--- config.mk ---
export PLATFORM = sky130hd
export DESIGN_NAME = spd_relax
export DESIGN_NICKNAME = d
export VERILOG_FILES = /design/src/sv/spd_pkg.sv /design/src/sv/spd_relax.sv
export SDC_FILE = /design/constraint.sdc
export NUM_CORES = 1
export LEC_CHECK = 0
export ABC_AREA = 1
export BUFFER_PORTS_ARGS = -buffer_cell sky130_fd_sc_hd__buf_2
export CAP_MARGIN = 20
export CELL_PAD_IN_SITES_DETAIL_PLACEMENT = 1
export CELL_PAD_IN_SITES_GLOBAL_PLACEMENT = 1
export CORE_ASPECT_RATIO = 0.9
export CORE_UTILIZATION = 33
export DETAILED_ROUTE_END_ITERATION = 16
export PLACE_DENSITY = 0.85
export SLEW_MARGIN = 10
export SYNTH_ARGS = -nofsm -noshare
export SYNTH_HDL_FRONTEND = slang
export SYNTH_SLANG_ARGS = --single-unit
--- constraint.sdc ---
create_clock -name vclk -period 3.48
set_clock_uncertainty 0.1 [all_clocks]
set_input_delay 0 -clock vclk [all_inputs]
set_output_delay 0 -clock vclk [all_outputs]
set_load 0.01 [all_outputs]
--- src/sv/spd_pkg.sv ---
// Shared constants and types for the shortest path block.
package spd_pkg;
  localparam int unsigned MaxNodes = 256;
  localparam int unsigned MaxEdges = 4096;
  localparam int unsigned NodeW = $clog2(MaxNodes);
  localparam int unsigned EdgeW = $clog2(MaxEdges);
  localparam int unsigned DistW = 40;
  localparam int unsigned WtW = 32;
  localparam logic [DistW-1:0] DistOnes = {DistW{1'b1}};

  typedef enum logic [1:0] {
    CmdAdd   = 2'd0,
    CmdRun   = 2'd1,
    CmdClear = 2'd2,
    CmdNone  = 2'd3
  } cmd_e;

  // Request from the sequencer to the relaxation unit.
  typedef struct packed {
    logic [DistW-1:0] base;
    logic [WtW-1:0]   wt;
    logic [DistW-1:0] old;
    logic             reached;
  } relax_req_t;

  typedef struct packed {
    logic [DistW-1:0] sum;
    logic             take;
  } relax_rsp_t;
endpackage

--- src/sv/spd_relax.sv ---
// Shared add, saturate and compare unit used for every edge relaxation.
module spd_relax (
  input  spd_pkg::relax_req_t req_i,
  output spd_pkg::relax_rsp_t rsp_o
);
  import spd_pkg::*;
  logic [DistW:0] sum;
  always_comb begin
    sum = {1'b0, req_i.base} + {{(DistW+1-WtW){1'b0}}, req_i.wt};
    rsp_o.sum = sum[DistW] ? DistOnes : sum[DistW-1:0];
    rsp_o.take = !req_i.reached || (rsp_o.sum < req_i.old);
  end
endmodule

==> results of run 1 <==
==> cells in the mapped netlist, drive strengths merged, types with 4 or more instances <==
| master | n |
|---|---|
| or2 | 9 |
| buf | 4 |
| nand2 | 154 |
| nor2 | 62 |
| ha | 71 |
| o21ai | 39 |
| inv | 122 |
| o211ai | 5 |
| nand4 | 8 |
| nor3 | 11 |
| a21o | 5 |
| nand3 | 43 |
| a21boi | 12 |
| a21oi | 59 |
| xor2 | 5 |
| a31oi | 5 |
==> cell type report <==
class | instances | area [sq um] | share of cell area (%)
repair buffers | 188 | 1100 | 21.1
multi-input cells | 510 | 3480 | 66.9
well taps | 129 | 161 | 3.11
inverters | 122 | 458 | 8.82
==> power by group through the flow <==
stage | clock (mW) | combinational, mW | sequential (mW)
2_1_floorplan | 0 | 0.571 | 0
3_3_place_gp | 0 | 0.903 | 0
3_5_place_dp | 0 | 0.935 | 0
4_1_cts | 0 | 0.952 | 0
5_1_grt | 0 | 1.16 | 0
6_report | 0 | 1.06 | 0
==> per-layer routing <==
| layer | track usage [%] | vias to the layer above |
|---|---|---|
| li1 | - | 2476 |
| met1 | 33.7 | 2345 |
| met2 | 45.8 | 146 |
| met3 | 1.02 | 16 |
| met4 | 1.85 | 0 |
| met5 | 0 | - |
==> cell families (layout without fill, tap and decap cells) <==
logic type	count (synthesis)	in the layout	synth area share, %
adders and majority gates	72	72	25.0
and+or+nand+nor	295	295	36.6
AOI/OAI and AO/OA	138	138	23.9
xor gates and xnor gates	5	5	1.21
buffers and inverters	126	310	13.2
==> layout by cell type (no fill, tap or decap), types with 12 or more instances in the layout <==
master	count
a21oi_1	35
ha_1	52
o21ai_0	13
buf_2	152
a21oi_2	20
nor2_1	54
buf_4	30
inv_1	115
ha_2	12
nand2_2	20
o21ai_1	16
nand3_1	36
nand2_1	134
==> metrics by stage <==
stage,cells,setup TNS (ns),utilization (%)
6_report,949,0,49.6
5_1_grt,949,-0.0843,49.6
4_1_cts,934,0,45.1
3_5_place_dp,932,-0.128,44.8
3_3_place_gp,932,-0.0133,44.8
2_1_floorplan,636,0,-
==> final timing paths <==
| path | end | slack [ns] | cells past startpoint |
|---|---|---|---|
| worst max-delay path | rsp_o[0] | 0.12 | 23 |
| worst min-delay path | rsp_o[0] | 0.15 | 3 |
==> critical path, stage by stage <==
cell and delay [ns]:
buf_6 0.10, ha_4 0.16, fa_2 0.37, nand2_2 0.08, nand2_2 0.07, and2_4 0.18
a21oi_4 0.18, o21ai_4 0.09, a21oi_4 0.19, o21ai_2 0.09, nand2_2 0.11, nand3_2 0.08
o211ai_1 0.11, nand3_1 0.17, ha_4 0.31, nand3_1 0.11, nor2_4 0.15, nand4_1 0.16
nor3b_2 0.20, nand2_1 0.08, nand2_2 0.08, nand2_1 0.05, buf_2 0.13
==> timing repair <==
| item | 4_1_cts | 5_1_grt |
|---|---|---|
| pin swaps | 2 | 30 |
| setup buffers | 2 | 13 |
| gates cloned | 0 | 2 |
| resized for setup | 11 | 87 |
| setup endpoints to repair | 1 | 1 |
==> flow_summary.json, run 1 <==
{
  "design.seq.count": 0,
  "post-dp-hpwl_mm": 13.2,
  "grt_max_degree": 21,
  "drt_drc_violations_left": 0,
  "antennaDiodeCount": 0,
  "switching_share_pct": 59.6,
  "worstHoldStart": "req_i[0]",
  "grt_pass1_wl_mm": 23.1,
  "top_layer_used": "met4",
  "p_sw_uw": 630,
  "slew_viol_final": 0,
  "place_ws_ns": -0.128,
  "min_period_ns": 3.36,
  "place_congestion": 0.934,
  "ios": 154,
  "finalSetupViolations": 0,
  "worst_pin_slew_ns": 0.421,
  "wire_per_inst_um": 16.3,
  "pwr-share-comb_pct": 100.0,
  "grt_usage_pct": 24.9,
  "pwr_density_cell_mw_per_mm2": 203,
  "post-route-period-util_pct": 96.7,
  "met3_length_um": 617,
  "critPathKind": "primary input to output pin",
  "dieWidth_um": 113,
  "synthTopCellsByArea": "ha_1 24%, nand2_1 15%, inv_1 12%",
  "rows": 35,
  "power.share.clock_pct": 0,
  "start_util_pct": 34.7,
  "grt_pass1_vias": 4919,
  "ir_drop_uv": 76.7,
  "p_int_uw": 427,
  "status": "completed",
  "arrival_ns": 3.26,
  "start_kind": "primary input",
  "holdCritPathClass": "primary input to output pin",
  "worst_slack_ns": 0.116,
  "netlist_area_sq_mm": 0.00363,
  "yosysTopAreaCellShare_pct": 24.5,
  "regArea_sq_um": 0,
  "yosysTopAreaCell": "ha_1",
  "dpl-instance-area_sq_mm": 0.00469,
  "drtAntennaViolNets": 0,
  "final_layout_size_suffix_gt1_share_pct": 37.6,
  "hold_viol_final": 0,
  "cp-startpoint": "req_i[73]",
  "relSlewSlack_pct": 71.6,
  "vias_per_cell": 5.25,
  "area_growth_pct": 43.2,
  "syn_inst": 636,
  "nets": 1007,
  "drt_iter0_markers": 169,
  "path_max_fanout": 3,
  "synth.yosys.seq_area_share_pct": 0,
  "power_mw": 1.06,
  "clkbuf_count": 0,
  "yosysUniqueCellTypes": 45,
  "core_area_sq_mm": 0.0105,
  "firstDrtPassIters": 5,
  "grt_overflow": 0,
  "die-area_sq_mm": 0.0114,
  "cp.required_ns": 3.38,
  "rsz0062_at_grt": "yes",
  "nFillCells": 1479,
  "fmax_mhz": 297,
  "hold_slack_ns": 0.147,
  "seqPwrFrac_pct": 0,
  "yosysWarnings": 0,
  "synth_fp_nets": 821,
  "power_leakage_nw": 2.89,
  "hold_buffers": 0,
  "io_buffer_count": 154,
  "via_count": 4983,
  "routed-wl-met2_mm": 7.46,
  "fin_area_sq_mm": 0.00519,
  "die_y_um": 101,
  "avgSynthCellArea_sq_um": 5.70,
  "wl_met1_mm": 7.25,
  "totalWireLength_mm": 15.5,
  "cp-end-kind": "output pin",
  "maxCapViolations": 0,
  "antenna_found_initial": 0
}
Note: power is estimated with default switching activity, not from simulation.
==> inputs of run 2 (changes only) <==
- GPL_TIMING_DRIVEN: default -> 0
==> flow_summary.json, run 2 (synthesis results as in run 1) <==
{
  "status": "complete, but fails checks",
  "violations": "negative setup slack",
  "min_period_ns": 3.50,
  "pwr_density_cell_mw_per_mm2": 200,
  "drt_iter0_markers": 149,
  "arrival_ns": 3.40,
  "rsz0062_at_grt": "yes",
  "grt_overflow": 0,
  "rows": 35,
  "start_kind": "primary input",
  "final_layout_size_suffix_gt1_share_pct": 39.1,
  "placed_cells": 919,
  "slew_viol_final": 0,
  "power_mw": 1.05,
  "fin_area_sq_mm": 0.00527,
  "path_max_fanout": 5,
  "die_y_um": 101,
  "vias_per_cell": 5.35,
  "die-area_sq_mm": 0.0114,
  "cp-end-kind": "output pin",
  "clkbuf_count": 0,
  "post-route-period-util_pct": 101,
  "design.seq.count": 0,
  "power_leakage_nw": 2.86,
  "ir_drop_uv": 77.0,
  "post-dp-hpwl_mm": 12.8,
  "regArea_sq_um": 0,
  "core_area_sq_mm": 0.0105,
  "grt_usage_pct": 25.5,
  "dieWidth_um": 113,
  "final_common_cell": "buf_2",
  "hold_buffers": 0,
  "p_sw_uw": 622,
  "hold_depth": 3,
  "start_util_pct": 34.7,
  "hold_end": "rsp_o[0]",
  "nFillCells": 1448,
  "antennaDiodeCount": 0,
  "seqPwrFrac_pct": 0,
  "nets": 1000,
  "antenna_found_initial": 1,
  "drtAntennaViolNets": 0,
  "cp.required_ns": 3.38,
  "grt_max_degree": 11,
  "drt_drc_violations_left": 0,
  "fmax_mhz": 286,
  "grtUsageMet2_pct": 48.5,
  "use_met1_pct": 32.4,
  "utilization_pct": 50.3,
  "worst_slack_ns": -0.0218,
  "firstDrtPassIters": 4,
  "switching_share_pct": 59.1,
  "finalSetupViolations": 1,
  "wire_per_inst_um": 16.8,
  "worstHoldStart": "req_i[0]",
  "ios": 154,
  "critPathKind": "primary input to output pin",
  "holdCritPathClass": "primary input to output pin",
  "relSlewSlack_pct": 71.6,
  "totalWireLength_mm": 15.8,
  "grt_pass1_wl_mm": 23.7,
  "p_int_uw": 430,
  "fin_cells": 942,
  "met3_usage_pct": 1.92,
  "power.share.clock_pct": 0,
  "dpl-instance-area_sq_mm": 0.00456,
  "place_congestion": 0.881,
  "via_count": 5040,
  "hold_viol_final": 0,
  "area_growth_pct": 45.2,
  "grt_most_used_layer": "met2",
  "worst_pin_slew_ns": 0.421,
  "maxCapViolations": 0,
  "grt_pass1_vias": 5070,
  "io_buffer_count": 154,
  "final_cell_mix": "152 x buf_2, 130 x nand2_1, 114 x inv_1",
  "pwr-share-comb_pct": 100.0
}
==> run 2: cell count changes in the layout (fill, tap and decap cells not counted), sizes merged <==
cell    change
clkbuf      -1
buf         -6
==> run 2: layout make-up <==
type                       instances  area [sq um]  share of cell area [%]
timing repair buffer             177           963                    18.3
multi-input combinational        510          3640                    69.2
inverter                         122           458                    8.69
buffer                             4          41.3                   0.784
tap                              129           161                    3.06
==> run 2: worst max path at each step <==
stage | startpoint | endpoint | slack [ns]
floorplan | req_i[41] | rsp_o[0] | 0.51
global placement | req_i[41] | rsp_o[0] | -0.76
detailed placement | req_i[41] | rsp_o[0] | -0.93
CTS | req_i[73] | rsp_o[0] | 0.003
global route | req_i[55] | rsp_o[0] | -0.27
finish | req_i[55] | rsp_o[0] | -0.02
==> run 2: through the flow <==
| stage | TNS, ns | hold WS [ns] | worst slack [ns] |
|---|---|---|---|
| after global routing | -0.266 | 0.155 | -0.266 |
| after floorplan | 0 | -0.0286 | 0.508 |
| after CTS | 0 | 0.140 | 0.00296 |
| after detailed placement | -0.927 | 0.144 | -0.927 |
| final | -0.0218 | 0.140 | -0.0218 |
| after global placement | -0.764 | 0.144 | -0.764 |
==> run 2: metal layers <==
layer	share of wire, %	vias to the layer above
li1	-	2463
met1	44	2405
met2	50	140
met3	4.4	30
met4	1.9	2
met5	0.082	-
==> run 2: power by group through the flow <==
stage               logic, mW  registers (mW)  clock network [mW]
floorplan               0.571               0                   0
global placement        0.843               0                   0
detailed placement      0.889               0                   0
CTS                     0.956               0                   0
global route             1.17               0                   0
finish                   1.05               0                   0
==> run 2: repair_timing <==
action	4_1_cts	5_1_grt
endpoints found under the setup margin	1	1
pin swaps	26	31
resized for setup	48	75
buffers inserted	16	7
==> run 2: critical path, cell delays in order <==
cell	delay, ns
buf_2	0.12
ha_2	0.34
a21oi_1	0.27
o21ai_1	0.17
a21oi_2	0.16
o21ai_1	0.10
nand2_1	0.12
o2111ai_4	0.16
nor2b_4	0.18
a21boi_2	0.15
o21ai_2	0.09
ha_1	0.30
nand4_1	0.18
nor3_4	0.27
nand4_1	0.13
buf_4	0.17
nor3b_2	0.15
nand2_1	0.08
nand2_1	0.07
nand2_1	0.05
buf_2	0.13
